File: config.mk
export PLATFORM = sky130hd
export DESIGN_NAME = bbl_ctrl
export DESIGN_NICKNAME = d
export VERILOG_FILES = /design/src/sv/bbl_pkg.sv /design/src/sv/bbl_ctrl.sv
export SDC_FILE = /design/constraint.sdc
export NUM_CORES = 1
export LEC_CHECK = 0
export BUFFER_PORTS_ARGS = -buffer_cell sky130_fd_sc_hd__buf_2
export CORE_MARGIN = 3
export CORE_UTILIZATION = 43
export DETAILED_ROUTE_END_ITERATION = 12
export GPL_ROUTABILITY_DRIVEN = 0
export GPL_TIMING_DRIVEN = 0
export PLACE_DENSITY = 0.84
export SLEW_MARGIN = 25
export SYNTH_ARGS = -nofsm -noshare
export SYNTH_HDL_FRONTEND = slang
export SYNTH_SLANG_ARGS = --single-unit
File: constraint.sdc
create_clock -name clk -period 1.6 [get_ports clk]
set_clock_uncertainty 0.15 [all_clocks]
set_input_delay 0.32 -clock clk [delete_from_list [all_inputs] [get_ports clk]]
set_output_delay 0.32 -clock clk [all_outputs]
set_load 0.01 [all_outputs]
File: src/sv/bbl_pkg.sv
package bbl_pkg;

  localparam logic [2:0] MODE_LOOKUP = 3'd0;
  localparam logic [2:0] MODE_INSERT = 3'd1;
  localparam logic [2:0] MODE_CLEAR  = 3'd2;
  localparam logic [2:0] MODE_STATS  = 3'd3;
  localparam logic [2:0] MODE_TRIM   = 3'd4;

  typedef enum logic [3:0] {
    S_IDLE,
    S_DISPATCH,
    S_LK_SCAN,
    S_LK_UPD,
    S_INS_SCAN,
    S_INS_DROP,
    S_INS_DEC,
    S_FREE_SCAN,
    S_STORE,
    S_TRIM_CHK,
    S_EV_SCAN,
    S_EV_DEC,
    S_EV_EMIT,
    S_DONE
  } state_t;

  typedef enum logic [1:0] {
    G_ALL,
    G_FULL,
    G_TRIM
  } goal_t;

  typedef struct packed {
    logic latch_req;
    logic scan;
    logic lk_upd;
    logic drop_match;
    logic evict;
    logic store;
    logic clear_all;
    logic clr_stats;
    logic emit_done;
    logic emit_evict;
  } ctrl_cmd_t;

  typedef struct packed {
    logic [2:0] mode;
    logic       scan_last;
    logic       req_invalid;
    logic       item_over;
    logic       over_budget;
    logic       full;
    logic       ffound;
    logic       ofound;
    logic       out_free;
  } ctrl_sts_t;

endpackage

File: src/sv/bbl_ctrl.sv
module bbl_ctrl
  import bbl_pkg::*;
(
  input  logic      clk,
  input  logic      rst_n,
  input  logic      in_valid,
  output logic      in_ready,
  input  ctrl_sts_t sts,
  output ctrl_cmd_t cmd
);

  state_t state_r, state_nxt;
  goal_t  goal_r, goal_nxt;

  always_ff @(posedge clk) begin
    if (!rst_n) begin
      state_r <= S_IDLE;
      goal_r  <= G_ALL;
    end else begin
      state_r <= state_nxt;
      goal_r  <= goal_nxt;
    end
  end

  always_comb begin
    state_nxt = state_r;
    goal_nxt  = goal_r;
    cmd       = '0;
    in_ready  = 1'b0;
    unique case (state_r)
      S_IDLE: begin
        in_ready = 1'b1;
        if (in_valid) begin
          cmd.latch_req = 1'b1;
          state_nxt     = S_DISPATCH;
        end
      end
      S_DISPATCH: begin
        unique case (sts.mode)
          MODE_LOOKUP: state_nxt = S_LK_SCAN;
          MODE_INSERT: state_nxt = sts.req_invalid ? S_DONE : S_INS_SCAN;
          MODE_CLEAR: begin
            cmd.clear_all = 1'b1;
            state_nxt     = S_DONE;
          end
          MODE_STATS: begin
            cmd.clr_stats = 1'b1;
            state_nxt     = S_DONE;
          end
          MODE_TRIM: state_nxt = S_TRIM_CHK;
          default:   state_nxt = S_DONE;
        endcase
      end
      S_LK_SCAN: begin
        cmd.scan = 1'b1;
        if (sts.scan_last) state_nxt = S_LK_UPD;
      end
      S_LK_UPD: begin
        cmd.lk_upd = 1'b1;
        state_nxt  = S_DONE;
      end
      S_INS_SCAN: begin
        cmd.scan = 1'b1;
        if (sts.scan_last) state_nxt = S_INS_DROP;
      end
      S_INS_DROP: begin
        cmd.drop_match = 1'b1;
        state_nxt      = S_INS_DEC;
      end
      S_INS_DEC: begin
        if (sts.item_over) begin
          goal_nxt  = G_ALL;
          state_nxt = S_EV_SCAN;
        end else if (sts.full) begin
          goal_nxt  = G_FULL;
          state_nxt = S_EV_SCAN;
        end else begin
          state_nxt = S_FREE_SCAN;
        end
      end
      S_FREE_SCAN: begin
        cmd.scan = 1'b1;
        if (sts.scan_last) state_nxt = S_STORE;
      end
      S_STORE: begin
        cmd.store = sts.ffound;
        state_nxt = S_TRIM_CHK;
      end
      S_TRIM_CHK: begin
        if (sts.over_budget) begin
          goal_nxt  = G_TRIM;
          state_nxt = S_EV_SCAN;
        end else begin
          state_nxt = S_DONE;
        end
      end
      S_EV_SCAN: begin
        cmd.scan = 1'b1;
        if (sts.scan_last) state_nxt = S_EV_DEC;
      end
      S_EV_DEC: begin
        state_nxt = sts.ofound ? S_EV_EMIT : S_DONE;
      end
      S_EV_EMIT: begin
        if (sts.out_free) begin
          cmd.evict      = 1'b1;
          cmd.emit_evict = 1'b1;
          unique case (goal_r)
            G_ALL:   state_nxt = S_EV_SCAN;
            G_FULL:  state_nxt = S_FREE_SCAN;
            G_TRIM:  state_nxt = S_TRIM_CHK;
            default: state_nxt = S_DONE;
          endcase
        end
      end
      S_DONE: begin
        if (sts.out_free) begin
          cmd.emit_done = 1'b1;
          state_nxt     = S_IDLE;
        end
      end
      default: state_nxt = S_IDLE;
    endcase
  end

endmodule

; Yosys cells after proc, flatten, opt, wreduce, memory -nomap -nowiden
; Index checks and enable logic that the tools add are counted.
; Widths: inputs -> output; s select.
[totals]
ff_bits = 6
latchBits = 0
ramBits = 0
rom_bits = 0
in_bits = 14
output_inout_bits = 11
word_cells = 69
n_memories = 0
[op_classes]
add_sub_neg = 0
n_mul = 0
div = 0
order_cmp = 0
n_eq_ne = 28
n_shift = 0
muxes = 32
bitwise_logic = 0
reduce_logical = 7
[ops]
columns = operator, count
row1 = $pmux 4 s14, 1
row2 = $mux 4, 10
row3 = $eq 4x4->1 const B, 6
row4 = $pmux 4 s3, 2
row5 = $eq 4x3->1 const B, 4
row6 = $ne 2x2->1 const B, 8
row7 = $mux 1, 13
row8 = $eq 4x2->1 const B, 2
row9 = $mux 2, 4
row10 = $reduce_and 7->1, 1
row11 = $eq 3x2->1 const B, 2
row12 = $eq 4x1->1 const B, 1
row13 = $logic_not 4->1, 1
row14 = $pmux 2 s2, 1
row15 = $reduce_or 4->1, 1
row16 = $eq 3x1->1 const B, 1
row17 = $eq 3x3->1 const B, 1
row18 = $logic_not 3->1, 1
row19 = $mux 3, 1
row20 = $ne 3x3->1 const B, 1
row21 = $reduce_and 3->1, 1
row22 = $eq 2x1->1 const B, 1
row23 = $eq 2x2->1 const B, 1
row24 = $logic_not 2->1, 1
row25 = $reduce_bool 2->1, 1

; Depth between registers and ports, before layout
[logic_depth]
word_depth = 4
mapped_depth = 7
ltp_nobuf = 5

; Worst setup path after synthesis
; Ideal clock, no wire load.
[synth_path]
path_type = register to register
start = reg state_r[3]
end = reg state_r[0]
t_arrival_ns = 1.540
setup_slack_ns = -0.207
stages_incl_launch_ff = 7
path_buffers = 1
cell_sequence = dfxtp_1 buf_6 or4_4 a21oi_2 a31oi_2 and3_4 a32o_1
[synth_via]
elab_chain_cells = 3
word_cells_on_any_way = 23
classes_between = eq/ne: 20 / mux: 1 / reduce/logical: 2
[synth_lines]
columns = item, line
row1 = from (decl), bbl_ctrl.sv:12  ; state_t state_r, state_nxt;
row2 = from (signal assigned), bbl_ctrl.sv:20  ; state_r <= state_nxt;
row3 = "$eq 4x2->1, or another cell as far along", bbl_ctrl.sv:30  ; unique case (state_r)
row4 = $ne 2x2->1 (no source line), n/a
row5 = $reduce_and 7->1 (no source line), n/a
; Parallel ways exist; a longest one is shown, timed or not.
; A chain may end at the register's enable or synchronous reset.

==> impl_metrics.py <==
metrics = {
    "logic_synthesis": {
        "synthTopCellsByArea": "dfxtp_1, nor2_1, nor3_1, nand3b_1, nand2_1",
        "synthDistinctLibCells": 45,
        "async_flop_share": 0,
        "ys_ff_latch": 6,
        "yosysWarningCount": 0,
        "synthesis.area_sq_um": 693.2,
        "synth-seq-area-share": 0.1733,
        "synth-main-ff-cell": "dfxtp_1",
        "synth.avg_cell_area_sq_um": 7.296,
        "synthCells": 95,
        "netlist.top_cell.by_area": "dfxtp_1",
        "synth-edff-count": 0,
        "syn_nets": 109,
        "yosys.area.top_type_share": 0.1733,
    },
    "route": {
        "vias_per_cell": 6.297,
        "postRouteAntennaNets": 0,
        "firstDrtPassIters": 4,
        "via_count": 932,
        "wl_mm": 2.421,
        "drtIter0Drc": 58,
        "wl_per_cell_um": 16.36,
        "drc": 0,
    },
    "cts": {
        "cts_tree": "yes",
        "cts_inserted_buffers": 3,
        "clk_path_buf_depth": 2,
        "htree_levels": 1,
        "cts.sinks": 6,
        "path_clk_slew_ps": 40,
        "worstSkewPairLatency_ps": 240,
        "cts-root-buf": "clkbuf_4",
    },
    "final_layout": {
        "synthToLayoutAreaGrowth_pct": 60.29,
        "fin_nets": 149,
        "fin_util": 0.7943,
        "n_antenna_cell": 0,
        "fin_cells": 148,
        "drive_above_1_share": 0.5038,
    },
    "min_path": {
        "hold_depth": 2,
        "hold_path_class": "input port to flop",
    },
    "grt": {
        "gr-total-overflow": 0,
        "grt_max_degree": 11,
        "grt_pass1_wl_mm": 3.884,
        "grt_use_total": 0.2518,
        "antenna_found_initial": 0,
        "grt_pass1_vias": 844,
    },
    "floorplan": {
        "initial_utilization": 0.4955,
        "coreArea_sq_um": 1399,
        "die_area_sq_um": 2130,
        "ios": 25,
        "chipWidth_um": 46.15,
        "rows": 13,
        "die_height_um": 46.15,
    },
    "worst_setup_path": {
        "crit_end": "cmd[2]",
        "cp_cell_sequence": "or2b_4, nor3_4, and3_1, buf_2",
        "r2r_cells": 6,
        "critPathTopFamily": "simple AND/OR/NAND/NOR gates",
        "cp.required_ps": 1130,
        "critPathMaxStageDelay_ps": 370,
        "critPathBufInv": 1,
        "startpoint_type": "flop",
        "path_max_fanout": 8,
        "crit_path_end_kind": "output pin",
        "critical-path-slowest-cell": "dfxtp_4",
        "timing.rr.start": "state_r[0]",
        "reg2reg_to": "state_r[0]",
        "criticalPathCategory": "flop to output pin",
        "arrival_ps": 1420,
        "cp-startpoint": "state_r[2]",
        "crit_cells": 4,
        "ff2ff_setup_slack_ps": -250,
    },
    "place": {
        "port-buffer-count": 24,
        "hpwl_mm": 1.553,
        "place_inst": 134,
    },
    "timing": {
        "relSlewSlack": 0.7245,
        "fmax_mhz": 529.7,
        "worst_slack_ps": -288.0,
        "tightest_slew_ps": 408.0,
        "finalCritPeriodShare": 1.180,
        "fin_setup_tns_ps": -2788,
        "finalHoldViolations": 0,
        "drv_slew": 0,
        "rsz0062_at_grt": "yes",
        "hold_slack_ps": 226.2,
        "period_needed_ps": 1888,
        "setup_violations": 15,
    },
    "outcome": {
        "violations": "negative setup slack",
        "status": "complete, but fails checks",
    },
    "power": {
        "peakVddDrop_mv": 1.448,
        "power.density_nw_per_um2": 1903,
        "p_total_mw": 2.114,
        "p_leak_nw": 0.4772,
    },
    "run": {
        "drv_cap": 0,
    },
}
[layer usage]
layer	vias up	part of all wire	global-route usage
li1	429	-	-
met1	428	0.37	0.3241
met2	69	0.50	0.4231
met3	6	0.11	0.04688
met4	0	0.015	0.06818
met5	-	0	0
[synth_stat cells (all sizes together), types with 2 or more instances]
cell	n
a21boi	3
a21o	2
a21oi	4
a32o	2
and3	3
buf	8
dfxtp	6
inv	4
nand2	7
nand3b	4
nor2	11
nor2b	4
nor3	7
o21ai	5
or2b	2
or4	2
[final cells by class]
cell class	instances	area, sq um
multi-input combinational	77	613.1
fill	91	287.8
timing repair buffer	35	239.0
sequential	6	126.4
buffer	8	76.32
clock buffer	3	22.52
tap	15	18.77
inverter	4	15.01
[cell families (layout without fill, tap and decap cells)]
| kind of cell | after synthesis | in the layout | synth area share |
|---|---|---|---|
| buffers and inverters | 12 | 50 | 0.1047 |
| and+or+nand+nor | 49 | 49 | 0.4152 |
| muxes | 1 | 1 | 0.01444 |
| AOI/OAI and AO/OA | 27 | 27 | 0.2924 |
| DFF | 6 | 6 | 0.1733 |
[power breakdown]
group | total, mW | internal, mW | switching (mW)
clock | 0.136 | 0.0846 | 0.0518
sequential | 0.267 | 0.213 | 0.0540
combinational | 1.71 | 0.845 | 0.865
total | 2.11 | 1.14 | 0.971
[worst register-to-register path, delay by kind of cell, from the launching register on]
kind | cells | cell delay, ps
simple gates | 2 | 660
compound gates | 3 | 470
buf+inv | 1 | 140
flops | 1 | 330
[cells in the final DEF, fill, tap and decap left out, types with 3 or more instances in the layout]
master,synthesis,routed
inv_1,4,4
buf_6,2,12
clkbuf_4,0,3
nand3b_1,4,4
buf_4,2,10
buf_2,4,21
o21ai_0,4,4
nor2b_1,4,3
a21oi_1,3,3
nor2_4,0,3
nor3_1,7,4
dfxtp_1,6,3
nand2_1,7,6
nor2_1,10,8
[registers in the layout, indices dropped and copies added (netlist names)]
name / count
state_r: 4
goal_r: 2
[through the flow]
step | area (sq um) | worst slack (ps)
after global placement | 862.1 | -347.6
after global routing | 1111 | -323.2
final | 1111 | -288.0
after CTS | 1036 | -310.9
after floorplan | 723.2 | -139.0
after detailed placement | 862.1 | -345.0
[worst min-delay path by stage]
| stage | from | endpoint | slack (ps) |
|---|---|---|---|
| floorplan | rst_n | goal_r[0] | 300 |
| global route | rst_n | state_r[2] | 230 |
| detailed placement | goal_r[1] | goal_r[1] | 380 |
| CTS | rst_n | state_r[2] | 220 |
| finish | rst_n | state_r[2] | 230 |
| global placement | goal_r[1] | goal_r[1] | 350 |
[timing repair]
item / in CTS / in global routing
setup endpoints to repair: 15 / 16
gates resized for setup: 21 / 12
setup buffers: 9 / 2
endpoints found under the hold margin: 0 / 0
hold buffers: 0 / 0
pin swaps: 11 / 9
(Power assumes the default switching activity.)
