<file path="config.mk">
export PLATFORM = sky130hd
export DESIGN_NAME = bbl_datapath
export DESIGN_NICKNAME = d
export VERILOG_FILES = /design/src/sv/bbl_pkg.sv /design/src/sv/bbl_datapath.sv
export SDC_FILE = /design/constraint.sdc
export NUM_CORES = 2
export LEC_CHECK = 0
export BUFFER_PORTS_ARGS = -buffer_cell sky130_fd_sc_hd__buf_2
export CAP_MARGIN = 5
export CELL_PAD_IN_SITES_DETAIL_PLACEMENT = 1
export CELL_PAD_IN_SITES_GLOBAL_PLACEMENT = 2
export CORE_MARGIN = 2
export CORE_UTILIZATION = 45
export CTS_BUF_LIST = sky130_fd_sc_hd__clkbuf_8
export DETAILED_ROUTE_END_ITERATION = 8
export PLACE_DENSITY_LB_ADDON = 0.2
export SLEW_MARGIN = 40
export SYNTH_ARGS = -nofsm -noshare
export SYNTH_HDL_FRONTEND = slang
export SYNTH_SLANG_ARGS = --single-unit
export TNS_END_PERCENT = 1
</file>
<file path="constraint.sdc">
create_clock -name clk -period 15.8 [get_ports clk]
set_clock_uncertainty 0.15 [all_clocks]
set_input_delay 3.95 -clock clk [delete_from_list [all_inputs] [get_ports clk]]
set_output_delay 3.95 -clock clk [all_outputs]
set_load 0.01 [all_outputs]
</file>
<file path="src/sv/bbl_pkg.sv">
package bbl_pkg;

  localparam logic [2:0] MODE_LOOKUP = 3'd0;
  localparam logic [2:0] MODE_INSERT = 3'd1;
  localparam logic [2:0] MODE_CLEAR  = 3'd2;
  localparam logic [2:0] MODE_STATS  = 3'd3;
  localparam logic [2:0] MODE_TRIM   = 3'd4;

  typedef enum logic [3:0] {
    S_IDLE,
    S_DISPATCH,
    S_LK_SCAN,
    S_LK_UPD,
    S_INS_SCAN,
    S_INS_DROP,
    S_INS_DEC,
    S_FREE_SCAN,
    S_STORE,
    S_TRIM_CHK,
    S_EV_SCAN,
    S_EV_DEC,
    S_EV_EMIT,
    S_DONE
  } state_t;

  typedef enum logic [1:0] {
    G_ALL,
    G_FULL,
    G_TRIM
  } goal_t;

  typedef struct packed {
    logic latch_req;
    logic scan;
    logic lk_upd;
    logic drop_match;
    logic evict;
    logic store;
    logic clear_all;
    logic clr_stats;
    logic emit_done;
    logic emit_evict;
  } ctrl_cmd_t;

  typedef struct packed {
    logic [2:0] mode;
    logic       scan_last;
    logic       req_invalid;
    logic       item_over;
    logic       over_budget;
    logic       full;
    logic       ffound;
    logic       ofound;
    logic       out_free;
  } ctrl_sts_t;

endpackage

</file>
<file path="src/sv/bbl_datapath.sv">
module bbl_datapath
  import bbl_pkg::*;
#(
  parameter int ENTRIES = 32
) (
  input  logic        clk,
  input  logic        rst_n,
  input  logic        cfg_we,
  input  logic [39:0] cfg_wdata,
  input  logic [2:0]  in_mode,
  input  logic [31:0] in_item_id,
  input  logic [15:0] in_target_size,
  input  logic [31:0] in_item_bytes,
  input  logic        out_ready,
  output logic        out_valid,
  output logic        out_kind,
  output logic        out_hit,
  output logic [31:0] out_evicted_id,
  output logic [31:0] out_evicted_bytes,
  output logic [39:0] out_total_bytes,
  output logic [5:0]  out_entry_count,
  output logic [31:0] out_hit_count,
  output logic [31:0] out_lookup_count,
  output logic        out_last,
  input  ctrl_cmd_t   cmd,
  output ctrl_sts_t   sts
);

  localparam int IW = (ENTRIES > 1) ? $clog2(ENTRIES) : 1;
  localparam int CW = $clog2(ENTRIES + 1);

  logic [39:0] budget_r;
  logic [2:0]  mode_r;
  logic [31:0] req_id_r, req_bytes_r;
  logic [15:0] req_tgt_r;

  logic [ENTRIES-1:0] valid_r;
  logic [31:0] slot_id_r    [ENTRIES];
  logic [15:0] slot_tgt_r   [ENTRIES];
  logic [31:0] slot_bytes_r [ENTRIES];
  logic [47:0] slot_stamp_r [ENTRIES];

  logic [47:0] stamp_r;
  logic [39:0] held_r;
  logic [CW-1:0] cnt_r;
  logic [31:0] hits_r, lookups_r;
  logic        hit_r;

  logic [IW-1:0] idx_r;
  logic          mfound_r, ffound_r, ofound_r;
  logic [IW-1:0] midx_r, fidx_r, oidx_r;
  logic [15:0]   mtgt_r;
  logic [31:0]   mbytes_r, oid_r, obytes_r;
  logic [47:0]   ostamp_r;

  logic        out_valid_r, out_kind_r, out_hit_r, out_last_r;
  logic [31:0] out_eid_r, out_eb_r, out_hits_r, out_lookups_r;
  logic [39:0] out_total_r;
  logic [5:0]  out_count_r;

  logic        first, scan_last, m_have, f_have, o_have;
  logic        v_i, m_take, f_take, o_take, lk_hit, out_free;
  logic [47:0] stamp_new;

  assign first     = (idx_r == '0);
  assign scan_last = (idx_r == IW'(ENTRIES - 1));
  assign m_have    = mfound_r && !first;
  assign f_have    = ffound_r && !first;
  assign o_have    = ofound_r && !first;
  assign v_i       = valid_r[idx_r];
  assign m_take    = !m_have && v_i && (slot_id_r[idx_r] == req_id_r);
  assign f_take    = !f_have && !v_i;
  assign o_take    = v_i && (!o_have || (slot_stamp_r[idx_r] < ostamp_r));
  assign lk_hit    = mfound_r && (mtgt_r == req_tgt_r);
  assign stamp_new = stamp_r + 48'd1;
  assign out_free  = !out_valid_r || out_ready;

  always_ff @(posedge clk) begin
    if (!rst_n) begin
      budget_r    <= '0;
      valid_r     <= '0;
      stamp_r     <= '0;
      held_r      <= '0;
      cnt_r       <= '0;
      hits_r      <= '0;
      lookups_r   <= '0;
      hit_r       <= 1'b0;
      idx_r       <= '0;
      mfound_r    <= 1'b0;
      ffound_r    <= 1'b0;
      ofound_r    <= 1'b0;
      out_valid_r <= 1'b0;
    end else begin
      if (cfg_we) budget_r <= cfg_wdata;
      if (cmd.latch_req) hit_r <= 1'b0;
      if (cmd.scan) begin
        idx_r <= scan_last ? '0 : idx_r + IW'(1);
        if (first) begin
          mfound_r <= m_take;
          ffound_r <= f_take;
          ofound_r <= o_take;
        end else begin
          mfound_r <= mfound_r | m_take;
          ffound_r <= ffound_r | f_take;
          ofound_r <= ofound_r | o_take;
        end
      end
      if (cmd.lk_upd) begin
        if (lookups_r != '1) lookups_r <= lookups_r + 32'd1;
        if (lk_hit) begin
          hit_r   <= 1'b1;
          stamp_r <= stamp_new;
          if (hits_r != '1) hits_r <= hits_r + 32'd1;
        end
      end
      if (cmd.clr_stats) begin
        hits_r    <= '0;
        lookups_r <= '0;
      end
      if (cmd.clear_all) begin
        valid_r <= '0;
        held_r  <= '0;
        cnt_r   <= '0;
      end
      if (cmd.drop_match && mfound_r) begin
        valid_r[midx_r] <= 1'b0;
        held_r          <= held_r - {8'd0, mbytes_r};
        cnt_r           <= cnt_r - CW'(1);
      end
      if (cmd.evict) begin
        valid_r[oidx_r] <= 1'b0;
        held_r          <= held_r - {8'd0, obytes_r};
        cnt_r           <= cnt_r - CW'(1);
      end
      if (cmd.store) begin
        valid_r[fidx_r] <= 1'b1;
        held_r          <= held_r + {8'd0, req_bytes_r};
        cnt_r           <= cnt_r + CW'(1);
        stamp_r         <= stamp_new;
      end
      if (cmd.emit_done || cmd.emit_evict) out_valid_r <= 1'b1;
      else if (out_ready) out_valid_r <= 1'b0;
    end
  end

  always_ff @(posedge clk) begin
    if (cmd.latch_req) begin
      mode_r      <= in_mode;
      req_id_r    <= in_item_id;
      req_tgt_r   <= in_target_size;
      req_bytes_r <= in_item_bytes;
    end
    if (cmd.scan) begin
      if (m_take) begin
        midx_r   <= idx_r;
        mtgt_r   <= slot_tgt_r[idx_r];
        mbytes_r <= slot_bytes_r[idx_r];
      end
      if (f_take) fidx_r <= idx_r;
      if (o_take) begin
        oidx_r   <= idx_r;
        ostamp_r <= slot_stamp_r[idx_r];
        oid_r    <= slot_id_r[idx_r];
        obytes_r <= slot_bytes_r[idx_r];
      end
    end
    if (cmd.lk_upd && lk_hit) slot_stamp_r[midx_r] <= stamp_new;
    if (cmd.store) begin
      slot_id_r[fidx_r]    <= req_id_r;
      slot_tgt_r[fidx_r]   <= req_tgt_r;
      slot_bytes_r[fidx_r] <= req_bytes_r;
      slot_stamp_r[fidx_r] <= stamp_new;
    end
    if (cmd.emit_evict) begin
      out_kind_r    <= 1'b1;
      out_hit_r     <= 1'b0;
      out_eid_r     <= oid_r;
      out_eb_r      <= obytes_r;
      out_total_r   <= held_r - {8'd0, obytes_r};
      out_count_r   <= 6'(cnt_r - CW'(1));
      out_hits_r    <= hits_r;
      out_lookups_r <= lookups_r;
      out_last_r    <= 1'b0;
    end else if (cmd.emit_done) begin
      out_kind_r    <= 1'b0;
      out_hit_r     <= hit_r;
      out_eid_r     <= '0;
      out_eb_r      <= '0;
      out_total_r   <= held_r;
      out_count_r   <= 6'(cnt_r);
      out_hits_r    <= hits_r;
      out_lookups_r <= lookups_r;
      out_last_r    <= 1'b1;
    end
  end

  always_comb begin
    sts.mode        = mode_r;
    sts.scan_last   = scan_last;
    sts.req_invalid = (req_id_r == '0) || (req_tgt_r == '0) || (req_bytes_r == '0);
    sts.item_over   = ({8'd0, req_bytes_r} > budget_r);
    sts.over_budget = (held_r > budget_r);
    sts.full        = (cnt_r == CW'(ENTRIES));
    sts.ffound      = ffound_r;
    sts.ofound      = ofound_r;
    sts.out_free    = out_free;
  end

  assign out_valid         = out_valid_r;
  assign out_kind          = out_kind_r;
  assign out_hit           = out_hit_r;
  assign out_evicted_id    = out_eid_r;
  assign out_evicted_bytes = out_eb_r;
  assign out_total_bytes   = out_total_r;
  assign out_entry_count   = out_count_r;
  assign out_hit_count     = out_hits_r;
  assign out_lookup_count  = out_lookups_r;
  assign out_last          = out_last_r;

endmodule

</file>
# [Word-level counts from Yosys, hierarchy flattened]
# Memories as Yosys holds them, arrays and structs flattened. A register that Yosys moved wholly into a read port is not among the register bits.
# Index checks and enable logic that the tools add are counted.
[word_totals] reg_bits=659 ramBits=4096 inputBits=137 output_inout_bits=189 elab_cells=167 mem_count=4
[memory_table] memory="slot_stamp_r" words=32 word_bits=48 rd=1 rd_ports_with_merged_regs=1 wr=2 line_no="bbl_datapath.sv:41" text="logic [47:0] slot_stamp_r [ENTRIES];"
[memory_table] memory="slot_bytes_r" words=32 word_bits=32 rd=1 rd_ports_with_merged_regs=1 wr=1 line_no="bbl_datapath.sv:40" text="logic [31:0] slot_bytes_r [ENTRIES];"
[memory_table] memory="slot_id_r" words=32 word_bits=32 rd=1 rd_ports_with_merged_regs=1 wr=1 line_no="bbl_datapath.sv:38" text="logic [31:0] slot_id_r [ENTRIES];"
[memory_table] memory="slot_tgt_r" words=32 word_bits=16 rd=1 rd_ports_with_merged_regs=1 wr=1 line_no="bbl_datapath.sv:39" text="logic [15:0] slot_tgt_r [ENTRIES];"
[op_classes] n_addsub=9 n_lt_le_gt_ge=10 eq_ne=6 muxes=56 n_bitwise=9 reduce_logical=40
[ops] cell="32-bit two-way mux" n=14
[ops] cell="40-bit two-way mux" n=6
[ops] cell="48-bit two-way mux" n=3
[ops] cell="40-bit by 32-bit subtractor with 40-bit output" n=2
[ops] cell="32-bit by 1-bit adder with 32-bit output (second input constant)" n=2
[ops] cell="32-bit AND" n=2
[ops] cell="32-bit zero test" n=2
[ops] cell="32-bit inequality test (second input constant)" n=2
[ops] cell="32-bit NOT" n=2
[ops] cell="48-bit by 1-bit adder with 48-bit output (second input constant)" n=1
[ops] cell="48-bit less-than comparator" n=1
[ops] cell="40-bit by 32-bit adder with 40-bit output" n=1
[ops] cell="32-bit by 40-bit greater-than comparator with 1-bit output" n=1
[ops] cell="40-bit greater-than comparator" n=1
[ops] cell="6-bit two-way mux" n=6
[ops] cell="5-bit two-way mux" n=7
[ops] cell="32-bit equality test" n=1
[ops] cell="32-bit bitwise OR" n=1
[ops] cell="5-bit by 6-bit less-than comparator with 1-bit output (second input constant)" n=4
[ops] cell="16-bit equality test" n=1
[ops] cell="16-bit zero test" n=1
[ops] cell="1-bit two-way mux" n=16
[ops] cell="1-bit demux with 5-bit select" n=3
[ops] cell="5-bit by 1-bit >= comparator with 1-bit output (second input constant)" n=3
[ops] cell="17 further kinds" n=47

# [Logic depth before layout (Yosys ltp)]
[depth] word_depth=13 ltp_mapped=22 mapped_depth_nobuf=14

# [Worst setup path after synthesis]
# Ideal clock, no wire load.
[synth_timing] path_kind="input -> register" from="input port cmd[8] (netlist name)" to="register obytes_r[0], read port of slot_bytes_r (enable)" setup_ns=0.880 arrival_ns=15.549 t_required_ns=14.770 setup_slack_ns=-0.779 path_stages=3 path_buffers=1 path_cell_list="clkbuf_1 > nand2b_1 > nor4_1"
[synth_via] elab_chain_cells=1
[synth_lines] item="from (decl)" line_no="bbl_datapath.sv:25" text="input ctrl_cmd_t cmd,"
[synth_lines] item="2-bit AND reduction (no line)"
[synth_lines] item="to (decl)" line_no="bbl_datapath.sv:53" text="logic [31:0] mbytes_r, oid_r, obytes_r;"
# No other way between the ends.
# A chain may end at the register's enable or synchronous reset.

==> impl_metrics.prom <==
# TYPE chip_impl_metric gauge
chip_impl_metric{name="synth_mux_area_frac",unit=""} 0.158
chip_impl_metric{name="fmax",unit="MHz"} 112
chip_impl_info{name="timing.critical_path.to_type",value="output port"} 1
chip_impl_metric{name="comb_power_share",unit=""} 0.081
chip_impl_metric{name="synth-compound-area-share",unit=""} 0.0282
chip_impl_metric{name="sum_of_overflow_across_all_layers_after_global_routing",unit=""} 0
chip_impl_metric{name="static-leakage-power",unit="uW"} 0.0717
chip_impl_metric{name="initial_util",unit=""} 0.453
chip_impl_metric{name="initialDrtViolationCount",unit=""} 11010
chip_impl_metric{name="first_global_vias",unit=""} 105941
chip_impl_metric{name="cts_hold_repair.buffers",unit=""} 0
chip_impl_metric{name="fin_tns_setup",unit="ns"} 0
chip_impl_metric{name="cts.path.max_buffers",unit=""} 4
chip_impl_metric{name="internal_power",unit="uW"} 19900
chip_impl_info{name="synth.top_cells.by_count",value="4528 x edfxtp_1, 1186 x mux4_2, 363 x nor2_1"} 1
chip_impl_metric{name="post_cts_buffers",unit=""} 0
chip_impl_metric{name="numPlacedInstances",unit=""} 15330
chip_impl_metric{name="cap_viol_max_count",unit=""} 0
chip_impl_metric{name="fp.coreArea",unit="sq um"} 421000
chip_impl_metric{name="fp.dieH",unit="microns"} 655
chip_impl_metric{name="maximum_number_of_pins_on_one_net_before_global_route_repair",unit=""} 109
chip_impl_metric{name="drt.antenna.violating_nets",unit=""} 0
chip_impl_metric{name="hold_ws",unit="ns"} 0.301
chip_impl_metric{name="yosys_register_bits",unit=""} 4776
chip_impl_metric{name="area_growth_syn_to_layout",unit="%"} 13.6
chip_impl_metric{name="detailroute.via_count",unit=""} 100339
chip_impl_metric{name="post-dp-hpwl",unit="mm"} 312
chip_impl_metric{name="worstPathRequired",unit="ns"} 11.70
chip_impl_metric{name="drt_pre_antenna_iters",unit=""} 6
chip_impl_metric{name="final_area",unit="sq um"} 216000
chip_impl_metric{name="wl",unit="mm"} 554
chip_impl_metric{name="post_syn_area",unit="sq um"} 191000
chip_impl_metric{name="timing.max_slew.rel_slack",unit=""} 0.401
chip_impl_metric{name="antenna_found_initial",unit=""} 42
chip_impl_metric{name="grt_use_total",unit=""} 0.257
chip_impl_metric{name="clk_transition_reported_paths",unit="ns"} 0.06
chip_impl_info{name="hold_class",value="flip-flop to flip-flop"} 1
chip_impl_info{name="critical_path.startpoint",value="req_bytes_r[9]"} 1
chip_impl_info{name="critPathKind",value="flip-flop to output port"} 1
chip_impl_metric{name="ys_seq_area_frac",unit=""} 0.740
chip_impl_info{name="grt_setup_unrepaired",value="false"} 1
chip_impl_metric{name="clk-insertion-delay-late",unit="ns"} 1.25
chip_impl_metric{name="synth-async-reset-ratio",unit=""} 0
chip_impl_info{name="cts_root_buffer",value="clkbuf_8"} 1
chip_impl_metric{name="place.port_buffers",unit=""} 325
chip_impl_metric{name="rows",unit=""} 238
chip_impl_metric{name="floorplan.die.width",unit="microns"} 655
chip_impl_metric{name="final_slew_viol_count",unit=""} 0
chip_impl_metric{name="top_level_ports",unit=""} 326
chip_impl_metric{name="synth-edff-count",unit=""} 4528
chip_impl_info{name="timing.hold.worst.start",value="out_kind"} 1
chip_impl_info{name="synth_top_family_by_area",value="multiplexers"} 1
chip_impl_metric{name="synth_adder_area_share",unit=""} 0.0150
chip_impl_metric{name="power_density",unit="nW/um^2"} 121
chip_impl_info{name="yosysTopAreaCell",value="edfxtp_1"} 1
chip_impl_metric{name="hold_violations",unit=""} 0
chip_impl_metric{name="synth-xor-area-share",unit=""} 0.0130
chip_impl_metric{name="drive_above_1_share",unit=""} 0.282
chip_impl_metric{name="synth_top_area_frac",unit=""} 0.714
chip_impl_info{name="status",value="completed"} 1
chip_impl_info{name="worstSetupStartpointType",value="flip-flop"} 1
chip_impl_metric{name="cts-htree-levels",unit=""} 6
chip_impl_metric{name="dpl_cell_area",unit="sq um"} 202000
chip_impl_metric{name="final-setup-viol-count",unit=""} 0
chip_impl_metric{name="tritoncts.num_buffers",unit=""} 773
chip_impl_metric{name="yosys_warnings",unit=""} 0
chip_impl_metric{name="worst-slew-pin-transition",unit="ns"} 0.892
chip_impl_metric{name="synth_simple_gate_area_share",unit=""} 0.0310
chip_impl_metric{name="ctsResizeCount",unit=""} 0
chip_impl_metric{name="avgRoutedWirePerCell",unit="microns"} 33.0
chip_impl_metric{name="synth.avg_cell_area",unit="sq um"} 20.1
chip_impl_metric{name="stdcell_count",unit=""} 16774
chip_impl_metric{name="gp_congestion",unit=""} 0.820
chip_impl_metric{name="power.switching_fraction",unit=""} 0.243
chip_impl_metric{name="avgViaCountPerCell",unit=""} 5.98
chip_impl_metric{name="wire_length_of_the_first_global_routing_pass",unit="mm"} 786
chip_impl_metric{name="min_period_over_period",unit=""} 0.567
chip_impl_metric{name="share_clk_of_total_power",unit=""} 0.378
chip_impl_metric{name="synth.distinct_cells",unit=""} 89
chip_impl_metric{name="finalCoreUtilization",unit=""} 0.515
chip_impl_metric{name="total_switching_power",unit="uW"} 6370
chip_impl_metric{name="critPathMaxFanout",unit=""} 35
chip_impl_metric{name="synthCells",unit=""} 9482
chip_impl_metric{name="ir_worst_vdd",unit="mV"} 0.0874
chip_impl_metric{name="drc",unit=""} 0
chip_impl_metric{name="synthesis.nets",unit=""} 9846
chip_impl_info{name="tritoncts",value="built"} 1
chip_impl_metric{name="finalCriticalPeriod",unit="ns"} 8.95
chip_impl_info{name="dominantRegCellSynth",value="edfxtp_1"} 1
chip_impl_metric{name="nNetsFinal",unit=""} 10857
chip_impl_metric{name="die_area",unit="sq um"} 429000
chip_impl_metric{name="seqPwrFrac",unit=""} 0.541
chip_impl_metric{name="critical_path_arrival",unit="ns"} 4.85
chip_impl_info{name="post_synth_main_area_contributors",value="edfxtp_1 71%, mux4_2 14%, dfxtp_1 2.6%, ha_1 1.5%, mux2i_1 1.0%"} 1
chip_impl_info{name="post-synth-top-count-cell",value="edfxtp_1"} 1
chip_impl_metric{name="clock_sinks",unit=""} 4776
-- registers in the layout, summed over array words and instances (netlist names), 40 cells and up, named ones only --
register and count:
slot_tgt_r 512, ostamp_r 48, out_total_bytes 40, held_r 40, stamp_r 48, slot_bytes_r 1024
slot_stamp_r 1536, slot_id_r 1024, budget_r 40
-- cell type report --
cell class / instances / area [sq um]
Multi-Input combinational cell: 4043 / 48100
Clock inverter: 609 / 3090
Fill cell: 37841 / 204000
Clock buffer: 800 / 11000
Inverter: 211 / 860
Tap cell: 5640 / 7060
Timing Repair Buffer: 688 / 5360
Sequential cell: 4776 / 141000
Antenna cell: 7 / 17.5
-- power groups by stage --
| stage | Combinational, uW | Clock, uW | Sequential, uW |
|---|---|---|---|
| after global routing | 2290 | 10600 | 14200 |
| after floorplan | 1290 | 0 | 14500 |
| after global placement | 2060 | 0 | 14500 |
| after detailed placement | 2130 | 0 | 14500 |
| after CTS | 2140 | 10100 | 14200 |
| final | 2120 | 9910 | 14200 |
-- placed cells by master, fill, tap and decap left out, types with 40 or more instances in the layout --
cell / synthesis / layout
a22oi_1: 43 / 43
nor2b_1: 51 / 49
dfxtp_1: 248 / 238
edfxtp_1: 4528 / 4528
a21o_1: 84 / 84
and2_1: 88 / 88
ha_1: 224 / 223
inv_1: 208 / 479
nand2_1: 255 / 254
nor2_1: 363 / 337
xor2_1: 149 / 131
a221oi_1: 40 / 40
clkinv_2: 0 / 82
mux4_2: 1186 / 1186
clkinv_1: 3 / 184
clkbuf_8: 0 / 800
buf_2: 113 / 322
a31oi_1: 48 / 48
buf_6: 11 / 50
mux2_2: 134 / 134
buf_4: 15 / 254
nand4_1: 81 / 81
nand3_1: 117 / 116
o21ai_0: 135 / 125
mux2i_1: 194 / 194
a21oi_1: 221 / 221
xnor2_1: 131 / 105
-- per-stage QoR --
stage               total power (uW)  setup WS, ns
finish                         26200          6.85
CTS                            26500          6.62
floorplan                      15800          4.14
global route                   27100          6.60
global placement               16500          6.84
detailed placement             16600          7.15
-- worst max-delay path, cell delays in order (launching register included) --
cell and delay, ns:
edfxtp_1 0.32, buf_4 0.37, ha_1 0.33, a21o_1 0.17, a21o_1 0.17, a21o_1 0.18
a21o_1 0.17, a21o_1 0.17, a21o_1 0.20, a221o_1 0.44, a221o_1 0.40, a21oi_1 0.37
nor2_1 0.14, buf_2 0.16
-- cell families (layout without fill, tap and decap cells) --
kind of cell / count (synthesis) / after routing
other: 0 / 7
adder cells (fa/ha/maj): 227 / 227
multiplexers: 1515 / 1515
AND/OR/NAND/NOR: 1204 / 1204
AO/OA/AOI/OAI: 816 / 816
XOR/XNOR: 281 / 281
flip-flops: 4776 / 4776
buffers and inverters: 663 / 2308
-- final timing paths --
check | to | slack, ns | depth (start not counted)
setup / recovery | sts[5] | 6.85 | 13
hold / removal | out_kind | 0.30 | 1
setup reg to reg | obytes_r[7] | 7.65 | 21
hold reg to reg | out_kind | 0.30 | 1
-- per-layer routing --
metal / track usage / up-vias / wire length (microns)
met2: 0.419 / 4204 / 269000
met1: 0.366 / 54239 / 233000
met3: 0.0397 / 771 / 39800
met5: 0 / - / 63
li1: - / 41115 / -
met4: 0.0629 / 10 / 12500
Power figures use the tool's default switching activity.
